## config.mk

```make
export PLATFORM = sky130hd
export DESIGN_NAME = wgpm_coord
export DESIGN_NICKNAME = d
export VERILOG_FILES = /design/src/design/warped_grid_point_map_unit_macros.svh /design/src/design/wgpm_pkg.sv /design/src/design/wgpm_coord.sv
export SDC_FILE = /design/constraint.sdc
export NUM_CORES = 2
export LEC_CHECK = 0
export BUFFER_PORTS_ARGS = -buffer_cell sky130_fd_sc_hd__buf_2
export CAP_MARGIN = 15
export CORE_UTILIZATION = 40
export CTS_BUF_LIST = sky130_fd_sc_hd__clkbuf_4
export DETAILED_ROUTE_END_ITERATION = 10
export PLACE_DENSITY = 0.59
export SETUP_SLACK_MARGIN = 0.02
export SKIP_LAST_GASP = 1
export SYNTH_ARGS = -nofsm -noshare
export SYNTH_HDL_FRONTEND = slang
export SYNTH_SLANG_ARGS = --single-unit
export TNS_END_PERCENT = 20
```

## constraint.sdc

```tcl
create_clock -name clk -period 16.2 [get_ports clk]
set_clock_uncertainty 0.2 [all_clocks]
set_input_delay 1.62 -clock clk [delete_from_list [all_inputs] [get_ports clk]]
set_output_delay 1.62 -clock clk [all_outputs]
set_load 0.02 [all_outputs]
```

## src/design/warped_grid_point_map_unit_macros.svh

```systemverilog
// assertion macros for the top-level design file
`ifndef WARPED_GRID_POINT_MAP_UNIT_MACROS_SVH
`define WARPED_GRID_POINT_MAP_UNIT_MACROS_SVH
`ifndef ASSERT_OFF
`define WGPM_ASSERT_IMPLIES(label, clk, rst_n, a, b) \
    label: assert property (@(posedge clk) disable iff (!rst_n) (a) |-> (b)) \
        else $error("wgpm assertion failed");
`define WGPM_ASSERT_NEXT(label, clk, rst_n, a, b) \
    label: assert property (@(posedge clk) disable iff (!rst_n) (a) |=> (b)) \
        else $error("wgpm assertion failed");
`else
`define WGPM_ASSERT_IMPLIES(label, clk, rst_n, a, b)
`define WGPM_ASSERT_NEXT(label, clk, rst_n, a, b)
`endif
`endif

```

## src/design/wgpm_pkg.sv

```systemverilog
package wgpm_pkg;

    localparam int ADDR_W  = 12;
    localparam int COORD_W = 24;
    localparam int SCALE_W = 24;
    localparam int WGT_W   = 17;
    localparam int CFG_W   = 3;

    localparam logic [WGT_W-1:0] WGT_ONE = 17'h10000;

    localparam logic OP_WRITE = 1'b0;
    localparam logic OP_MAP   = 1'b1;

    localparam logic [CFG_W-1:0] CFG_LEFT   = 3'd0;
    localparam logic [CFG_W-1:0] CFG_TOP    = 3'd1;
    localparam logic [CFG_W-1:0] CFG_SCALEX = 3'd2;
    localparam logic [CFG_W-1:0] CFG_SCALEY = 3'd3;
    localparam logic [CFG_W-1:0] CFG_COLS   = 3'd4;
    localparam logic [CFG_W-1:0] CFG_ROWS   = 3'd5;

    // three triangle corners and their weights
    typedef struct packed {
        logic [2:0][ADDR_W-1:0] addr;
        logic [2:0][WGT_W-1:0]  wgt;
    } tri_t;

endpackage

```

## src/design/wgpm_coord.sv

```systemverilog
// offset, scale and clamp of one axis, three stages
module wgpm_coord #(
    parameter int CNT_W = 6
) (
    input  logic                                clk,
    input  logic                                en,
    input  logic signed [wgpm_pkg::COORD_W-1:0] coord,
    input  logic signed [wgpm_pkg::COORD_W-1:0] origin,
    input  logic [wgpm_pkg::SCALE_W-1:0]        scale,
    input  logic [CNT_W-1:0]                    count,
    output logic [CNT_W-1:0]                    cell_reg,
    output logic [wgpm_pkg::WGT_W-1:0]          frac_reg
);

    localparam int DIFF_W = wgpm_pkg::COORD_W + 1;
    localparam int PROD_W = DIFF_W + wgpm_pkg::SCALE_W + 1;
    localparam int GF_W   = PROD_W - 8;
    localparam int G_W    = CNT_W + 16;

    logic signed [DIFF_W-1:0] diff_reg;
    logic signed [PROD_W-1:0] prod_reg;
    logic signed [PROD_W-1:0] rnd;
    logic [GF_W-1:0]          g_full;
    logic [G_W-1:0]           lim;
    logic [G_W-1:0]           g;
    logic [CNT_W-1:0]         cell_idx;
    logic [CNT_W-1:0]         last;

    always_comb
    begin
        rnd    = prod_reg + PROD_W'(128);
        g_full = rnd[PROD_W-1:8];
        lim    = {count, 16'b0};
        last   = count - CNT_W'(1);
        if (prod_reg <= 0)
        begin
            g = '0;
        end
        else if (g_full > GF_W'(lim))
        begin
            g = lim;
        end
        else
        begin
            g = g_full[G_W-1:0];
        end
        cell_idx = g[G_W-1:16];
        // the far edge lands in the last cell
        if (cell_idx > last)
        begin
            cell_idx = last;
        end
    end

    always_ff @(posedge clk)
    begin
        if (en)
        begin
            diff_reg <= DIFF_W'(coord) - DIFF_W'(origin);
            prod_reg <= PROD_W'(diff_reg) * $signed({1'b0, scale});
            cell_reg <= cell_idx;
            frac_reg <= wgpm_pkg::WGT_W'(g - {cell_idx, 16'b0});
        end
    end

endmodule

```

After elaboration in Yosys (flattened, before gate mapping):

Index checks and enable logic that the tools add are counted.

* register bits: 98
* logic and storage cells: 15
* output and inout port bits: 23
* input port bits: 80

* $mul: 1
* multiplexer cells: 3
* $lt $le $gt $ge: 3
* add/subtract/negate cells: 4

Operators by type and width (count)
* $add A50 B9 Y50 const B: 1
* $le A50 B1 Y1 const B: 1
* $mul A25 B25 Y50: 1
* $mux W22: 2
* $gt A42 B22 Y1: 1
* $sub A24 B24 Y25: 1
* $sub A17 B17 Y17: 1
* $gt A6 B6 Y1: 1
* $mux W6: 1
* $sub A6 B1 Y6 const B: 1

Longest topological paths before layout:

* depth in word-level cells: 7
* depth in mapped cells: 28
* mapped depth without buffers: 26

Worst setup path before layout:

OpenSTA, ideal clock, no wires.

* path type: input to register
* start point: input scale[2] in the netlist's numbering
* end point: register prod_reg[45] (data pin)
* arrival: 7947 ps
* setup slack: 7785 ps
* stages: 21
* buffers on the path: 2
* path through: clkbuf_1 > and2_1 > fa_1 > inv_1 > fa_1 > inv_1 > fa_1 > fa_1 > fa_1 > fa_1 > fa_1 > ha_1 > clkbuf_1 > a21oi_1 > o21ai_0 > or3b_2 > a21oi_1 > nor3_1 > o41ai_1 > o31ai_1 > xor2_1

* cells in the longest elaborated chain, start to end: 1

Ends and longest elaborated chain
* start: declaration: RTL line wgpm_coord.sv:9 `input logic [wgpm_pkg::SCALE_W-1:0] scale,`
* $mul A25 B25 Y50: RTL line wgpm_coord.sv:60 `prod_reg <= PROD_W'(diff_reg) * $signed({1'b0, scale});`
* end signal: assignment: RTL line wgpm_coord.sv:60
* end: declaration: RTL line wgpm_coord.sv:21 `logic signed [PROD_W-1:0] prod_reg;`

No other way between the ends.
A chain may end at the register's enable or synchronous reset.

Worst setup path after layout:

* start point: input scale[1] in the netlist's numbering
* end point: register prod_reg[45] (data pin)

The elaborated chain is that of the path after synthesis.

==> results.md <==
* Synthesized flop and latch total at 98
* Post-cts sizing count at 0
* First-pass GRT wire length at 118000 um
* Layout cells sized above 1 at 5.08%
* Post-Layout Inst Area at 29700 um^2
* CP max FO at 25
* Vias in the first global route at 21.0k
* CP arrival at 8930 ps
* CP max stage cell: fa_1
* Die Height at 268 um
* Drt pass-1 iters at 5
* Status: finished, final reports clean
* Chip width at 268 um
* Top Ports at 103
* Largest cells by area after synthesis: fa_1, edfxtp_1, inv_1, and2_1, ha_1
* Initial Utilization at 40.4%
* YS warnings at 0
* PortBufs at 102
* Distinct cells, synth at 66
* CTS Sinks at 98
* Layout Nets at 3903
* Number of synthesized flops with an enable pin at 98
* Final WL at 72800 um
* Cts hold-fix bufs at 0
* Register area share after synthesis at 10.4%
* Max Slew Vio Count at 0
* Cts bufs inserted at 9
* DP HPWL at 58000 um
* H-tree lvl count at 3
* Predominant post-synthesis flop cell: edfxtp_1
* Post-CTS Setup Bufs at 0
* Pre-CTS WS at 6740 ps
* Clock slew at reported path FFs at 170 ps
* Total Routing Usage GR at 21.6%
* Post-Synthesis Cells at 2997
* Clock root cell: clkbuf_4
* CTS Buffer Depth at 2
* Fin Setup TNS at 0 ps
* Post-layout worst setup margin at 7400 ps
* Placed cell count at 3938
* Detail Route Antenna Nets at 0
* Max-Cap Viols at 0
* CTS tree: built
* Final min period at 8800 ps
* Mapped cell area at 28200 um^2
* GP Congestion at 0.863
* Initial antenna violation count at 2
* Post-route insts no fill at 3957
* Max FFs per register at 50
* Pin count of the biggest net entering global routing at 65
* Leading cell types in the layout, fill and taps excluded: inv_1, fa_1, and2_1, nand2_1, ha_1
* DIE AREA at 71700 um^2
* Critical path capture point type: register
* RSZ-0062 raised after global routing: no
* Commonest non-fill, non-tap cell in the layout: inv_1
* Grt ovf at 0
* Sequence of cells on the critical path: buf_2 -> nand2_1 -> inv_1 -> fa_1 -> inv_1 -> fa_1 -> inv_1 -> fa_1 -> fa_1 -> fa_1 -> fa_1 -> fa_1 -> ha_1 -> a21oi_1 -> o21ai_0 -> or3b_2 -> a21oi_1 -> nor3_1 -> o41ai_1 -> o31ai_1 -> xor2_1
* Hold WC Path Type: reg -> reg
* Startpoint types: input pin
* Placeable Area at 69900 um^2
* Fmax at 114 MHz
* Worst path max stage delay at 620 ps
* Area growth syn-to-layout at 5.33%
* Initial drt markers at 1194
* Worst Path Required at 16330 ps
* Final-report hold violation count at 0
* Synth top area share at 44.9%
* Final period util at 54.3%
* Most numerous cell on the critical path: fa_1
* Total nets after synthesis at 3891
* Max transition margin at 18.1%
* Post-place instance area at 29600 um^2
* Via density at 4.96
* Final Setup Violations at 0
* Filler instances at 6973
* Synth area leader: fa_1
* Vias post-DR at 19.6k
* Worst Setup Path Type: in -> reg
* Post-route DRC at 0
* Worst-margin pin slew at 1230 ps
* Drt wl/cell at 18.4 um
* Rows at 97
* Avg Inst Size Synth at 9.42 um^2
* Clock Latency Late Sink at 610 ps
* Post-synthesis async set-or-reset flop share at 0%
-- layout make-up --
| type | count | area, um^2 | share of cell area [%] |
|---|---|---|---|
| Multi-Input combinational cell | 2043 | 22100 | 74.2 |
| Sequential cell | 98 | 2940 | 9.89 |
| Inverter | 740 | 2780 | 9.34 |
| Tap cell | 940 | 1180 | 3.95 |
| Timing Repair Buffer | 117 | 626 | 2.10 |
| Clock inverter | 7 | 86.3 | 0.290 |
| Clock buffer | 9 | 67.6 | 0.227 |
| Antenna cell | 3 | 7.51 | 0.0252 |
-- synthesized netlist by cell type, types with 37 or more instances --
master / n
ha_1: 180
clkbuf_1: 108
nor2_1: 75
nand2_1: 300
a21oi_1: 65
fa_1: 634
inv_1: 740
and2_1: 367
a21o_1: 39
o21ai_0: 37
xnor2_1: 73
edfxtp_1: 98
-- metrics by stage --
step | utilization, % | hold slack [ps]
after floorplan | - | 422
after global placement | 42.3 | 511
after detailed placement | 42.3 | 517
after CTS | 42.5 | 541
after global routing | 42.6 | 591
final | 42.6 | 535
-- worst paths after layout --
kind,slack [ps],from,cells after the start,to
worst min register to register,530,prod_reg[18],2,frac_reg[10]
worst max register to register,7670,diff_reg[24],20,prod_reg[45]
worst max-delay path,7400,scale[1],21,prod_reg[45]
worst min-delay path,530,prod_reg[18],2,frac_reg[10]
-- routing by layer --
metal | GRT usage, % | up-vias | part of all wire (%)
li1 | - | 8955 | -
met1 | 31.4 | 10000 | 48
met2 | 33.8 | 555 | 44
met3 | 3.89 | 75 | 6.5
met4 | 4.02 | 0 | 1.4
met5 | 0 | - | 0
-- kinds of logic after synthesis --
logic type / after synthesis / share of synthesized area, %
mux: 9 / 0.332
xor+xnor: 101 / 3.13
flops: 98 / 10.4
fa+ha+maj: 814 / 52.9
simple gates: 896 / 16.6
buf+inv: 856 / 11.5
compound gates: 223 / 5.13
-- critical path: cells and delay by family --
kind,cells,cell delay [ps]
adders and majority gates,8,3980
AOI/OAI and AO/OA,5,1240
buffers and inverters,4,1130
and+or+nand+nor,3,740
xor gates and xnor gates,1,190
Power is not shown: default switching activity piles up to over one toggle a cycle in this logic, so the estimate is an artifact.
