**src/design/warped_grid_point_map_unit_macros.svh**
```systemverilog
// assertion macros for the top-level design file
`ifndef WARPED_GRID_POINT_MAP_UNIT_MACROS_SVH
`define WARPED_GRID_POINT_MAP_UNIT_MACROS_SVH
`ifndef ASSERT_OFF
`define WGPM_ASSERT_IMPLIES(label, clk, rst_n, a, b) \
    label: assert property (@(posedge clk) disable iff (!rst_n) (a) |-> (b)) \
        else $error("wgpm assertion failed");
`define WGPM_ASSERT_NEXT(label, clk, rst_n, a, b) \
    label: assert property (@(posedge clk) disable iff (!rst_n) (a) |=> (b)) \
        else $error("wgpm assertion failed");
`else
`define WGPM_ASSERT_IMPLIES(label, clk, rst_n, a, b)
`define WGPM_ASSERT_NEXT(label, clk, rst_n, a, b)
`endif
`endif

```
**src/design/wgpm_pkg.sv**
```systemverilog
package wgpm_pkg;

    localparam int ADDR_W  = 12;
    localparam int COORD_W = 24;
    localparam int SCALE_W = 24;
    localparam int WGT_W   = 17;
    localparam int CFG_W   = 3;

    localparam logic [WGT_W-1:0] WGT_ONE = 17'h10000;

    localparam logic OP_WRITE = 1'b0;
    localparam logic OP_MAP   = 1'b1;

    localparam logic [CFG_W-1:0] CFG_LEFT   = 3'd0;
    localparam logic [CFG_W-1:0] CFG_TOP    = 3'd1;
    localparam logic [CFG_W-1:0] CFG_SCALEX = 3'd2;
    localparam logic [CFG_W-1:0] CFG_SCALEY = 3'd3;
    localparam logic [CFG_W-1:0] CFG_COLS   = 3'd4;
    localparam logic [CFG_W-1:0] CFG_ROWS   = 3'd5;

    // three triangle corners and their weights
    typedef struct packed {
        logic [2:0][ADDR_W-1:0] addr;
        logic [2:0][WGT_W-1:0]  wgt;
    } tri_t;

endpackage

```
**src/design/wgpm_blend.sv**
```systemverilog
// weighted sum of three corners, round and saturate, two stages
module wgpm_blend (
    input  logic                                       clk,
    input  logic                                       en,
    input  logic [2:0][wgpm_pkg::COORD_W-1:0]          corner,
    input  logic [2:0][wgpm_pkg::WGT_W-1:0]            wgt,
    output logic signed [wgpm_pkg::COORD_W-1:0]        result_reg
);

    localparam int CW    = wgpm_pkg::COORD_W;
    localparam int MUL_W = CW + wgpm_pkg::WGT_W + 1;
    localparam int SUM_W = MUL_W + 2;
    localparam int R_W   = SUM_W - 16;

    logic signed [2:0][MUL_W-1:0] mul_reg;
    logic signed [SUM_W-1:0]      sum;
    logic signed [R_W-1:0]        r;
    logic signed [CW-1:0]         sat;

    always_comb
    begin
        sum = SUM_W'($signed(mul_reg[0])) + SUM_W'($signed(mul_reg[1]))
            + SUM_W'($signed(mul_reg[2])) + SUM_W'(32768);
        r   = R_W'(sum >>> 16);
        if (r > R_W'(8388607))
        begin
            sat = CW'(8388607);
        end
        else if (r < -R_W'(8388608))
        begin
            sat = CW'(-8388608);
        end
        else
        begin
            sat = r[CW-1:0];
        end
    end

    always_ff @(posedge clk)
    begin
        if (en)
        begin
            for (int k = 0; k < 3; k++)
            begin
                mul_reg[k] <= MUL_W'($signed(corner[k])) * $signed({1'b0, wgt[k]});
            end
            result_reg <= sat;
        end
    end

endmodule

```
**config.mk**
```make
export PLATFORM = sky130hd
export DESIGN_NAME = wgpm_blend
export DESIGN_NICKNAME = d
export VERILOG_FILES = /design/src/design/warped_grid_point_map_unit_macros.svh /design/src/design/wgpm_pkg.sv /design/src/design/wgpm_blend.sv
export SDC_FILE = /design/constraint.sdc
export NUM_CORES = 2
export LEC_CHECK = 0
export CAP_MARGIN = 5
export CELL_PAD_IN_SITES_DETAIL_PLACEMENT = 1
export CELL_PAD_IN_SITES_GLOBAL_PLACEMENT = 1
export CORE_ASPECT_RATIO = 0.6
export CORE_MARGIN = 3
export CORE_UTILIZATION = 48
export DETAILED_ROUTE_END_ITERATION = 7
export DONT_BUFFER_PORTS = 1
export PLACE_DENSITY_LB_ADDON = 0.1
export SYNTH_ARGS = -nofsm -noshare
export SYNTH_HDL_FRONTEND = slang
export SYNTH_SLANG_ARGS = --single-unit
```
**constraint.sdc**
```tcl
create_clock -name clk -period 6.41 [get_ports clk]
set_input_delay 0.9615 -clock clk [delete_from_list [all_inputs] [get_ports clk]]
set_output_delay 0.9615 -clock clk [all_outputs]
set_load 0.02 [all_outputs]
```
# Word-level counts from Yosys, hierarchy flattened
# Index checks and enable logic that the tools add are counted.
[totals]
romBits = 0
ramBits = 0
mem_count = 0
word_cells = 13
out_inout_bits = 24
inputBits = 125
regBits = 150
latchBits = 0
[classes]
bitwise_logic = 0
order_cmp = 2
shifts = 0
n_eq_ne = 0
n_mux = 1
n_div = 0
n_addsub = 3
n_reduce_logical = 0
mul = 3
[op_table]
columns = ["operator", "n"]
rows = [
  ["multiplier 24 x 18 -> 42 bit", 3],
  ["adder 43 x 42 -> 44 bit", 1],
  ["adder 44 x 17 -> 44 bit (second input constant)", 1],
  ["adder 42 x 42 -> 43 bit", 1],
  ["> comparator 28 x 24 -> 1 bit (second input constant)", 1],
  ["< comparator 28 x 24 -> 1 bit (second input constant)", 1],
  ["two-way mux 24 bit", 1],
]

# Depth between registers and ports, before layout
[logic_depth]
depth_word = 5
mapped_depth = 26
ltp_nobuf = 24

# Worst setup path after synthesis
# No wires, ideal clock.
[synth_path]
path_type = "input -> register"
from = "input port corner[71] in the netlist's numbering"
to = "register mul_reg[124] in the netlist's numbering, data pin"
required_time_ps = 6142
path_buffers = 2
setup_time_ps = 268
path_slack_ps = -439
arrival_ps = 6582
stages = 21
cell_sequence = "clkbuf_1 clkbuf_1 nand2_1 fa_1 inv_1 fa_1 fa_1 fa_1 fa_1 inv_1 fa_1 inv_1 ha_1 and3_1 and3_1 nand2_1 a2bb2oi_1 a311oi_1 o21a_1 o2111ai_1 o211ai_1"
[synth_via]
elab_chain_cells = 1
[synth_rtl]
columns = ["item", "line_no", "text"]
rows = [
  ["from (decl)", "wgpm_blend.sv:5", "input logic [2:0][wgpm_pkg::COORD_W-1:0] corner,"],
  ["multiplier 24 x 18 -> 42 bit", "wgpm_blend.sv:45", "mul_reg[k] <= MUL_W'($signed(corner[k])) * $signed({1'b0, wgt[k]});"],
  ["to (signal, indexed assignment)", "wgpm_blend.sv:45", ""],
  ["to (decl)", "wgpm_blend.sv:15", "logic signed [2:0][MUL_W-1:0] mul_reg;"],
]
# No other way between the ends.
# A chain may end at the register's enable or synchronous reset.

# Worst setup path after layout
[layout_path]
from = "input port corner[58] in the netlist's numbering"
to = "register mul_reg[113] in the netlist's numbering, data pin"
# Same word-level chain as after synthesis.

==> out/metrics.yaml <==
die:
  rows: 93
  die_h_um: 262
  core-area_sq_um: 108000
  die_area_sq_um: 113000
  io_pins: 149
  die_x_um: 432
  start_util_pct: 48.5
synth:
  syn_nets: 7322
  synth.largest_area_cell: "fa_1"
  synth_edf_count: 150
  synth_flop_cell: "edfxtp_1"
  synthTopCellsByArea: "fa_1 48%, inv_1 11%, ha_1 9.3%"
  async_flop_share_pct: 0
  syn_avg_cell_area_sq_um: 9.39
  synth_seq_cells: 150
  yosysSeqAreaShare_pct: 8.62
  netlist_area_sq_um: 52300
  syn-instance-count: 5565
  synthDistinctLibCells: 76
  yosysWarnings: 0
  synth.top_cell.area_share_pct: 47.7
worst_setup_path:
  cpMostUsedCell: "fa_1"
  critPathArrivalTime_ns: 6.55
  crit_path_max_incr_delay_ns: 0.66
  path_max_fanout: 17
  path_class: "in2reg"
  cp.required_ns: 6.61
  rr_worst_depth: 12
  cp-end-kind: "flip-flop"
  cp_slowest_cell: "fa_1"
  start_kind: "primary input"
  cp_cell_sequence: "nand2_1 > fa_1 > inv_1 > fa_1 > fa_1 > fa_2 > fa_1 > inv_1 > fa_1 > inv_1 > ha_4 > o21a_1 > o21bai_1 > a21oi_1 > a211oi_2 > buf_4 > a21boi_2 > o21ai_2 > a21o_1 > nand2_1 > a311o_1"
global_routing:
  grt_remaining_overflow: 0
  grt_max_degree: 151
  antenna_found_initial: 1
  grt_pass1_vias: 41700
  grt_pass1_wl_um: 247000
  grtUsageTotal_pct: 28.7
timing:
  fin_crit_ns: 6.35
  finalCritPeriodShare_pct: 99.1
  hold_viol_final: 0
  rsz0062_at_grt: "true"
  worst_pin_slew_ns: 1.09
  relSlewSlack_pct: 27.3
  slew_viol_final: 0
  finalSetupViolations: 0
  fmax_mhz: 157
  skew_ns: 0.0174
place:
  place_area_sq_um: 55600
  dp.cells: 7065
  dp_hpwl_um: 133000
  place.gp.congestion: 0.894
  io_buffers: 0
hold_path:
  holdCritPathClass: "in2reg"
  whs_path_depth: 0
route:
  first_pass_iters: 5
  ant_nets: 0
  via_per_inst: 5.25
  drc: 0
  wl_um: 156000
  drt_iter0_markers: 2318
  routedWlPerCell_um: 22.0
  vias: 37300
finish:
  fin_cells: 7103
  nNetsFinal: 7423
  layout-drive-gt1-share_pct: 7.98
  largest_reg_flops: 126
  fin_area_sq_um: 56800
  syn2layout_area_growth_pct: 8.61
  num_antenna_cells: 0
  postLayoutCoreUtil_pct: 52.7
clock_tree:
  clk_path_buf_depth: 2
  root_buffer: "clkbuf_16"
  cts_tree: "done"
  h-tree-depth: 4
  clock-sinks: 150
  numCtsBuffers: 17
  worstSkewPairLatency_ns: 0.46
  cts.clk_slew.worst_paths_ns: 0.07
flow_run:
  cap_violations: 0
run_status:
  outcome: "complete, no violations"
## final cells by class
cell class,count,area [sq um]
clock buffer,17,425
sequential,150,4500
multi-input combinational,3684,42000
timing repair buffer,274,2070
clock inverter,14,179
fill,12100,50900
inverter,1539,5780
tap,1425,1780
## metal layers
metal  up-vias  track usage [%]  wire, um
li1      16400                -         -
met1     19700             45.4     77500
met2      1165             40.1     63000
met3        70             8.34     14400
met5         -                0         0
met4         0             2.73      1330
## worst max-delay path, delay by kind of cell
kind,cells,cell delay [ns]
AND/OR/NAND/NOR,2,0.14
adder cells (fa/ha/maj),7,3.52
buffers and inverters,4,0.39
AO/OA/AOI/OAI,8,1.50
## what timing repair did
action,4_1_cts,5_1_grt
gates resized for setup,6,96
endpoints found under the setup margin,5,42
hold buffers,0,0
endpoints found under the hold margin,0,0
pin swaps,0,71
setup buffers,0,7
## cell usage after synthesis (all sizes together) (4+ instances only)
library cell     n
a2111oi          4
a211o            5
a211oi          11
a21boi           6
a21o            78
a21oi          120
a31o             4
a31oi           16
and2           622
and3            16
buf              5
clkbuf         187
edfxtp         150
fa            1244
ha             388
inv           1539
nand2          671
nand2b          20
nand3           29
nand4           10
nor2            67
nor2b           17
nor3            27
o211ai           5
o21a            24
o21ai           76
o21bai          20
o311ai           4
o31ai            6
or3              6
xnor2          106
xor2            32
## metrics by stage
stage	hold slack (ns)	TNS [ns]	setup WS [ns]
after global placement	1.10	-13.68	-0.494
after floorplan	0.989	-0.247	-0.158
final	0.627	0	0.0580
after CTS	0.610	-0.00768	-0.00768
after global routing	0.599	-0.526	-0.0876
after detailed placement	1.10	-17.45	-0.642
## layout by cell type (no fill, tap or decap), types with 10 or more instances in the layout
cell type     n
a21oi_1      99
a21o_1       77
ha_4         21
nand3_1      29
clkbuf_16    17
edfxtp_1    150
nand2b_1     19
o21ai_1      14
a21oi_2      16
fa_1       1224
xor2_1       32
fa_2         20
o21ai_0      55
a31oi_1      13
and2_1      611
nor2b_1      15
buf_4       272
ha_1        366
o21bai_1     19
o21a_1       22
inv_1      1532
nand2_1     666
and2_4       10
xnor2_1     104
and3_1       11
nor2_1       65
nor3_1       24
nand4_1      10
## cell families (layout without fill, tap and decap cells)
kind of cell             Yosys count  in the layout  share of synthesized area (%)
multiplexers                       2              2                         0.0383
AO/OA/AOI/OAI                    412            412                           5.26
adder cells (fa/ha/maj)         1632           1632                           56.9
flip-flops                       150            150                           8.62
AND/OR/NAND/NOR                 1500           1500                           14.3
XOR/XNOR                         138            138                           2.31
buffers and inverters           1731           1844                           12.5
## worst paths after layout
path / start / to / slack, ns
worst min register to register: mul_reg[101]$_DFFE_PP_ / result_reg[1]$_SDFFCE_PN1P_ / 1.19
worst min-delay path: en / mul_reg[3]$_DFFE_PP_ / 0.63
worst max-delay path: corner[58] / mul_reg[113]$_DFFE_PP_ / 0.06
worst max register to register: mul_reg[56]$_DFFE_PP_ / result_reg[9]$_SDFFCE_PN1P_ / 1.28
Power is not shown: default switching activity piles up to over one toggle a cycle in this logic, so the estimate is an artifact.
