[src/design/warped_grid_point_map_unit_macros.svh]
// assertion macros for the top-level design file
`ifndef WARPED_GRID_POINT_MAP_UNIT_MACROS_SVH
`define WARPED_GRID_POINT_MAP_UNIT_MACROS_SVH
`ifndef ASSERT_OFF
`define WGPM_ASSERT_IMPLIES(label, clk, rst_n, a, b) \
    label: assert property (@(posedge clk) disable iff (!rst_n) (a) |-> (b)) \
        else $error("wgpm assertion failed");
`define WGPM_ASSERT_NEXT(label, clk, rst_n, a, b) \
    label: assert property (@(posedge clk) disable iff (!rst_n) (a) |=> (b)) \
        else $error("wgpm assertion failed");
`else
`define WGPM_ASSERT_IMPLIES(label, clk, rst_n, a, b)
`define WGPM_ASSERT_NEXT(label, clk, rst_n, a, b)
`endif
`endif

[src/design/wgpm_pkg.sv]
package wgpm_pkg;

    localparam int ADDR_W  = 12;
    localparam int COORD_W = 24;
    localparam int SCALE_W = 24;
    localparam int WGT_W   = 17;
    localparam int CFG_W   = 3;

    localparam logic [WGT_W-1:0] WGT_ONE = 17'h10000;

    localparam logic OP_WRITE = 1'b0;
    localparam logic OP_MAP   = 1'b1;

    localparam logic [CFG_W-1:0] CFG_LEFT   = 3'd0;
    localparam logic [CFG_W-1:0] CFG_TOP    = 3'd1;
    localparam logic [CFG_W-1:0] CFG_SCALEX = 3'd2;
    localparam logic [CFG_W-1:0] CFG_SCALEY = 3'd3;
    localparam logic [CFG_W-1:0] CFG_COLS   = 3'd4;
    localparam logic [CFG_W-1:0] CFG_ROWS   = 3'd5;

    // three triangle corners and their weights
    typedef struct packed {
        logic [2:0][ADDR_W-1:0] addr;
        logic [2:0][WGT_W-1:0]  wgt;
    } tri_t;

endpackage

[src/design/wgpm_tri.sv]
// corner addresses and barycentric weights of the containing triangle
module wgpm_tri #(
    parameter int COL_W = 6,
    parameter int ROW_W = 6
) (
    input  logic                       clk,
    input  logic                       en,
    input  logic [COL_W-1:0]           col,
    input  logic [ROW_W-1:0]           row,
    input  logic [wgpm_pkg::WGT_W-1:0] fx,
    input  logic [wgpm_pkg::WGT_W-1:0] fy,
    input  logic [COL_W-1:0]           cols,
    output wgpm_pkg::tri_t             tri_reg
);

    localparam int AW = wgpm_pkg::ADDR_W;
    localparam int WW = wgpm_pkg::WGT_W;

    logic [AW-1:0]   stride;
    logic [AW-1:0]   top_base;
    logic [AW-1:0]   tl, tr, bl, br;
    logic [WW:0]     fsum;
    logic [WW-1:0]   one;
    wgpm_pkg::tri_t  tri_c;

    always_comb
    begin
        one      = wgpm_pkg::WGT_ONE;
        stride   = AW'(cols) + AW'(1);
        top_base = AW'(AW'(row) * stride);
        tl       = top_base + AW'(col);
        tr       = tl + AW'(1);
        bl       = tl + stride;
        br       = bl + AW'(1);
        fsum     = {1'b0, fx} + {1'b0, fy};
        if ((row[0] ^ col[0]) == 1'b0)
        begin
            // diagonal from top-left to bottom-right
            if (fy <= fx)
            begin
                tri_c.addr = {br, tr, tl};
                tri_c.wgt  = {fy, fx - fy, one - fx};
            end
            else
            begin
                tri_c.addr = {bl, br, tl};
                tri_c.wgt  = {fy - fx, fx, one - fy};
            end
        end
        else if (fsum <= {1'b0, one})
        begin
            tri_c.addr = {bl, tr, tl};
            tri_c.wgt  = {fy, fx, WW'({1'b0, one} - fsum)};
        end
        else
        begin
            tri_c.addr = {bl, br, tr};
            tri_c.wgt  = {one - fx, WW'(fsum - {1'b0, one}), one - fy};
        end
    end

    always_ff @(posedge clk)
    begin
        if (en)
        begin
            tri_reg <= tri_c;
        end
    end

endmodule

[config.mk]
export PLATFORM = sky130hd
export DESIGN_NAME = wgpm_tri
export DESIGN_NICKNAME = d
export VERILOG_FILES = /design/src/design/warped_grid_point_map_unit_macros.svh /design/src/design/wgpm_pkg.sv /design/src/design/wgpm_tri.sv
export SDC_FILE = /design/constraint.sdc
export NUM_CORES = 1
export LEC_CHECK = 0
export BUFFER_PORTS_ARGS = -buffer_cell sky130_fd_sc_hd__buf_2
export CAP_MARGIN = 25
export CORE_MARGIN = 1
export CORE_UTILIZATION = 40
export CTS_CLUSTER_DIAMETER = 100
export DETAILED_ROUTE_END_ITERATION = 16
export GPL_ROUTABILITY_DRIVEN = 0
export PLACE_DENSITY = 0.56
export SLEW_MARGIN = 20
export SYNTH_ARGS = -nofsm -noshare
export SYNTH_HDL_FRONTEND = slang
export SYNTH_SLANG_ARGS = --single-unit
[constraint.sdc]
create_clock -name clk -period 16.81 [get_ports clk]
set_clock_uncertainty 0.05 [all_clocks]
set_input_delay 0.8405 -clock clk [delete_from_list [all_inputs] [get_ports clk]]
set_output_delay 0.8405 -clock clk [all_outputs]
set_load 0.005 [all_outputs]
======== Word level (Yosys, flattened, before mapping) ========
Cells that the tools add are included.
storage, ports and cells
  flip-flop bits (word level) ............. 87
  bits of input ports ..................... 54
  output and inout bits ................... 87
  logic and storage cells ................. 25
cells by class
  $add $sub $neg .......................... 12
  multipliers ............................. 1
  order comparisons ....................... 2
  muxes and demuxes ....................... 3
  bitwise operators ....................... 1
operator list
  cell                      number
  $mux W87                  2
  $mux W75                  1
  $sub A17 B17 Y17 const A  3
  $sub A17 B17 Y17          2
  $add A12 B1 Y12 const B   2
  $add A17 B17 Y18          1
  $le A18 B17 Y1 const B    1
  $le A17 B17 Y1            1
  $sub A17 B17 Y17 const B  1
  $add A12 B6 Y12           1
  $add A12 B7 Y12           1
  $mul A6 B7 Y12            1
  $add A6 B1 Y7 const B     1
  $xor A1 B1 Y1             1

======== Longest topological paths before layout ========
Gate-level depths: netlist of the first run.
  depth after elaboration ................. 7
  mapped depth ............................ 26
  depth with buffers taken out ............ 26

======== Worst setup path before layout of the first run ========
OpenSTA, ideal clock, no wires.
  kind .................................... input port to flip-flop
  start point ............................. input port cols[0]
  end point ............................... register tri_reg[86] in the netlist's numbering, data pin
  library setup time ...................... 0.268 ns
  data arrival time ....................... 6.389 ns
  data required time ...................... 16.492 ns
  setup slack ............................. 10.103 ns
  stages on the path ...................... 24
  path buffers ............................ 0
  path through ............................ ha_1 > nand3_1 > xnor2_1 > nand2_1 > fa_1 > fa_1 > inv_1 > fa_1 > inv_1 > fa_1 > inv_1 > ha_1 > nand3_1 > o211ai_1 > nor2_1 > xnor2_1 > ha_1 > inv_1 > xnor2_1 > or3_1 > nor4_1 > maj3_1 > nand2_1 > xnor2_1
RTL lines
  item                  RTL line        RTL
  start, declared       wgpm_tri.sv:12  input logic [COL_W-1:0] cols,
  end signal, assigned  wgpm_tri.sv:66  tri_reg <= tri_c;
  end, declared         wgpm_tri.sv:13  output wgpm_pkg::tri_t tri_reg

==> results of run 1 <==
==> metal layers <==
layer  global-route usage  share of wire  vias up
met3              0.03711          0.062       40
met5                    0              0        -
li1                     -              -     4067
met1               0.3440           0.48     4030
met4              0.07096          0.019        0
met2               0.3724           0.44      327
==> cell usage after synthesis, types with 5 or more instances <==
| master | instances |
|---|---|
| and2_1 | 30 |
| a221oi_1 | 5 |
| inv_1 | 93 |
| o221ai_1 | 14 |
| o21ai_1 | 9 |
| o21bai_1 | 9 |
| xor2_1 | 31 |
| a222oi_1 | 9 |
| xnor2_1 | 100 |
| or3_1 | 7 |
| a22oi_1 | 6 |
| a221o_1 | 7 |
| ha_1 | 93 |
| o31ai_1 | 8 |
| clkbuf_1 | 21 |
| o22ai_1 | 6 |
| nor2_1 | 71 |
| a22o_1 | 6 |
| a21o_1 | 13 |
| nor4_1 | 13 |
| o21ai_0 | 35 |
| nand3_1 | 29 |
| fa_1 | 27 |
| nor3_1 | 25 |
| mux2i_1 | 5 |
| nor2b_1 | 23 |
| nand4_1 | 11 |
| nand2b_1 | 9 |
| and3_1 | 15 |
| a21oi_1 | 65 |
| nand2_1 | 89 |
| o211ai_1 | 7 |
| buf_2 | 12 |
| edfxtp_1 | 87 |
==> cell type report <==
class                           instances  area (sq um)
Sequential cell                        87          2613
Fill cell                            2341         12670
Multi-Input combinational cell        846          6409
Tap cell                              319         399.1
Clock buffer                            9         225.2
Clock inverter                          7         55.05
Timing Repair Buffer                  145         740.7
Inverter                               96         360.3
==> logic make-up (layout without fill, tap and decap cells) <==
family / after synthesis / in the layout / share of synthesized area
xor gates and xnor gates: 132 / 132 / 0.1218
muxes: 5 / 5 / 0.005241
AOI/OAI and AO/OA: 247 / 247 / 0.1837
DFF: 87 / 87 / 0.2735
buffers and inverters: 133 / 257 / 0.05581
and+or+nand+nor: 341 / 341 / 0.1804
adders and majority gates: 121 / 121 / 0.1795
==> path summary, 6_finish.rpt <==
path,startpoint,to,slack [ns],depth (start not counted)
worst max-delay path,cols[0],tri_reg[86],9.60,27
worst min-delay path,fx[5],tri_reg[22],0.78,2
==> per-stage QoR <==
| step | std cells | util | worst slack [ns] | hold slack, ns |
|---|---|---|---|---|
| after detailed placement | 1493 | 0.4482 | 9.177 | 1.155 |
| after CTS | 1509 | 0.4602 | 9.562 | 0.7868 |
| final | 1509 | 0.4602 | 9.603 | 0.7840 |
| after global placement | 1493 | 0.4482 | 9.359 | 1.149 |
| after floorplan | 1066 | - | 10.10 | 0.9030 |
| after global routing | 1509 | 0.4602 | 9.026 | 0.8058 |
==> power by group through the flow <==
stage,Combinational (W),Clock [W],Sequential (W)
global placement,0.000852,0,0.000374
finish,0.000860,0.000196,0.000367
detailed placement,0.000857,0,0.000372
CTS,0.000862,0.000200,0.000369
floorplan,0.000604,0,0.000377
global route,0.000950,0.000210,0.000374
==> metrics.cfg, run 1 <==
[final_layout]
final_cell_mix = buf_2, xnor2_1, inv_1, ha_1, nand2_1
fin_nets = 1359
diodes = 0
design_area_sq_mm = 0.01080
layout-drive-gt1-share = 0.1563
final_common_cell = buf_2
largest_register_ffs = 87
area_growth_pct = 13.10

[sta]
finalHoldViolCount = 0
slew_viol_final = 0
period_minus_slack_ns = 7.207
period_share = 0.4287
fin_setup_tns_ns = 0
setup_violations = 0
max_slew_margin = 0.3423
rsz0062_at_grt = no
worstMarginPinSlew_ns = 0.9776
max_freq_ghz = 0.1388

[synth]
synth_edf_count = 87
synth_area_sq_mm = 0.009550
ys_top_cells_by_area = edfxtp_1, ha_1, xnor2_1, fa_1, inv_1
synth_cells = 1066
yosys.area.top_type = edfxtp_1
ys.flop_type = edfxtp_1
synth_cell_types = 81
syn_avg_cell_area_sq_um = 8.959
synth_warnings = 0
ys_seq_elements = 87
synthArstFlopShare = 0
synth_top_area_frac = 0.2735
syn-num-nets = 1240
synth-seq-area-share = 0.2735

[floorplan]
coreArea_sq_mm = 0.02347
die_area_sq_mm = 0.02450
fp-row-count = 56
initial_core_util = 0.4069
die_y_microns = 156.5
ios = 141
die_w_microns = 156.5

[clock_network]
cts_buffers = 9
cts_tree = done
cts_setup_buffers = 0
htree_levels = 3
holdBufCountCts = 0
cts-root-buf = clkbuf_16
path_clk_slew_ns = 0.07
clock_sinks = 87
cts_resized = 0
clockBufferDepth = 2

[global_routing]
grt_max_degree = 52
grt.total_usage = 0.2407
antenna_found_initial = 0
overflow = 0
grt_pass1_vias = 8045
grt_pass1_wl_microns = 44930

[critical_path]
cp.arrival_ns = 7.25
path_class = in -> reg
cp_num_buf_inv = 5
cp_max_fo = 8
critical-path-max-stage-delay_ns = 0.53
required_ns = 16.85
startpoint_type = input port
cp_slowest_cell = fa_1
endpoint_kind = flop
cpLargestDelayFamily = adder cells

[routing]
drc_errors = 0
via_per_inst = 5.609
ant_nets = 0
first_iter_violations = 761
wire_per_inst_microns = 19.18
route.vias.total = 8464
firstDrtPassIters = 10
wl_microns = 28950

[place]
hpwl_microns = 22320
place_area_sq_mm = 0.01052
io_buffers = 140

[power]
clockPowerShare = 0.138
p_leak_nw = 4.591
switching_share = 0.4396
irDropWorstVdd_uv = 90.96
p_sw_w = 0.0006253
pwr-share-seq = 0.258
power_frac_comb = 0.604
p_int_w = 0.0007972
fin_total_pwr_w = 0.001423
power_per_cell_area_mw_per_mm2 = 131.7

[job]
cap_violations = 0

[worst_hold_path]
hp-class = in -> reg

[run_status]
status = complete, no violations

No activity file was read; power rests on OpenSTA's default activity.
==> run 2: changes to the inputs <==
--- a/config.mk
+++ b/config.mk
@@ -12,7 +12,7 @@
 export CTS_CLUSTER_DIAMETER = 100
 export DETAILED_ROUTE_END_ITERATION = 16
 export GPL_ROUTABILITY_DRIVEN = 0
-export PLACE_DENSITY = 0.56
+export PLACE_DENSITY = 0.59
 export SLEW_MARGIN = 20
 export SYNTH_ARGS = -nofsm -noshare
 export SYNTH_HDL_FRONTEND = slang
==> constraint.sdc (replaced) <==
create_clock -name clk -period 6.3 [get_ports clk]
set_clock_uncertainty 0.05 [all_clocks]
set_input_delay 0.315 -clock clk [delete_from_list [all_inputs] [get_ports clk]]
set_output_delay 0.315 -clock clk [all_outputs]
set_load 0.005 [all_outputs]
==> metrics.cfg, run 2 (synthesis gave the netlist of run 1 again) <==
[run_status]
status = complete, no violations

[critical_path]
cp_num_buf_inv = 6
cp.arrival_ns = 5.83
critical-path-max-stage-delay_ns = 0.53
cp_max_fo = 6
endpoint_kind = flop
startpoint_type = input port
cpLargestDelayFamily = adder cells
cp_slowest_cell = fa_1
required_ns = 6.35
cp-startpoint = cols[1]
path_class = in -> reg

[routing]
via_per_inst = 5.598
firstDrtPassIters = 8
ant_nets = 0
wl_microns = 28720
wire_per_inst_microns = 18.80
first_iter_violations = 679
route.vias.total = 8554
drc_errors = 0

[clock_network]
holdBufCountCts = 0
clock_sinks = 87
cts_setup_buffers = 0
htree_levels = 3
cts-root-buf = clkbuf_16
cts_resized = 0
clockBufferDepth = 2
cts_buffers = 9
path_clk_slew_ns = 0.08
cts_tree = done

[sta]
rsz0062_at_grt = no
worstMarginPinSlew_ns = 1.015
holdWs_ns = 0.2303
setup_violations = 0
slew_viol_final = 0
finalHoldViolCount = 0
period_minus_slack_ns = 5.783
max_slew_margin = 0.3232
fin_setup_tns_ns = 0
period_share = 0.9179
max_freq_ghz = 0.1729

[floorplan]
die_w_microns = 156.5
coreArea_sq_mm = 0.02347
fp-row-count = 56
initial_core_util = 0.4069
die_y_microns = 156.5
ios = 141
die_area_sq_mm = 0.02450

[worst_hold_path]
hp-class = in -> reg
hold_start = fx[5]

[final_layout]
fillCellCount = 2283
multiInputGateArea_sq_mm = 0.006409
final_cell_mix = buf_2, xnor2_1, inv_1, ha_1, nand2_1
stdcell_count = 1528
largest_register_ffs = 87
area_growth_pct = 15.05
fin_nets = 1378
utilization = 0.4681
diodes = 0
seq_area_sq_mm = 0.002613
layout-drive-gt1-share = 0.1687
final_common_cell = buf_2

[place]
hpwl_microns = 21960
io_buffers = 140
dp_cells = 1512

[global_routing]
overflow = 0
antenna_found_initial = 0
grt.total_usage = 0.2411
grt_max_degree = 50
grt_pass1_vias = 8177
grt_pass1_wl_microns = 45060

[job]
cap_violations = 0

[power]
power_per_cell_area_mw_per_mm2 = 371.5
p_leak_nw = 4.704
irDropWorstVdd_uv = 341.2

==> run 2: where the power goes <==
| group | switching, W | leakage [nW] | internal, W | total (W) |
|---|---|---|---|---|
| Combinational | 0.00141 | 3.71 | 0.00112 | 0.00253 |
| Clock | 0.000260 | 0.146 | 0.000313 | 0.000573 |
| Sequential | 0.0000475 | 0.851 | 0.000931 | 0.000978 |
| Total | 0.00172 | 4.70 | 0.00236 | 0.00408 |
==> run 2: final cells by class <==
class / count / area share
sequential: 87 / 0.2378
tap: 319 / 0.03632
clock inverter: 7 / 0.007174
timing repair buffer: 164 / 0.08221
multi-input combinational: 846 / 0.5832
inverter: 96 / 0.03279
clock buffer: 9 / 0.02050
==> run 2: final timing paths <==
kind                      end  slack (ns)  depth (start not counted)
hold / removal    tri_reg[22]        0.23                          2
setup / recovery  tri_reg[74]        0.52                         27
==> run 2: routing by layer <==
| layer | routed length, microns | GRT usage | vias to the layer above |
|---|---|---|---|
| met5 | 0 | 0 | - |
| met2 | 12530 | 0.3663 | 334 |
| met1 | 13390 | 0.3415 | 4062 |
| met3 | 2154 | 0.04209 | 43 |
| met4 | 651 | 0.08590 | 0 |
| li1 | - | - | 4115 |
==> run 2: stage by stage <==
step                instance area, sq um  power [W]  worst slack, ns
floorplan                           9550   0.002617           0.1185
global placement                   10660   0.003493           0.2420
detailed placement                 10680   0.003516           0.1025
CTS                                10990   0.004107           0.4910
global route                       10990   0.004412           0.1092
finish                             10990   0.004082           0.5170
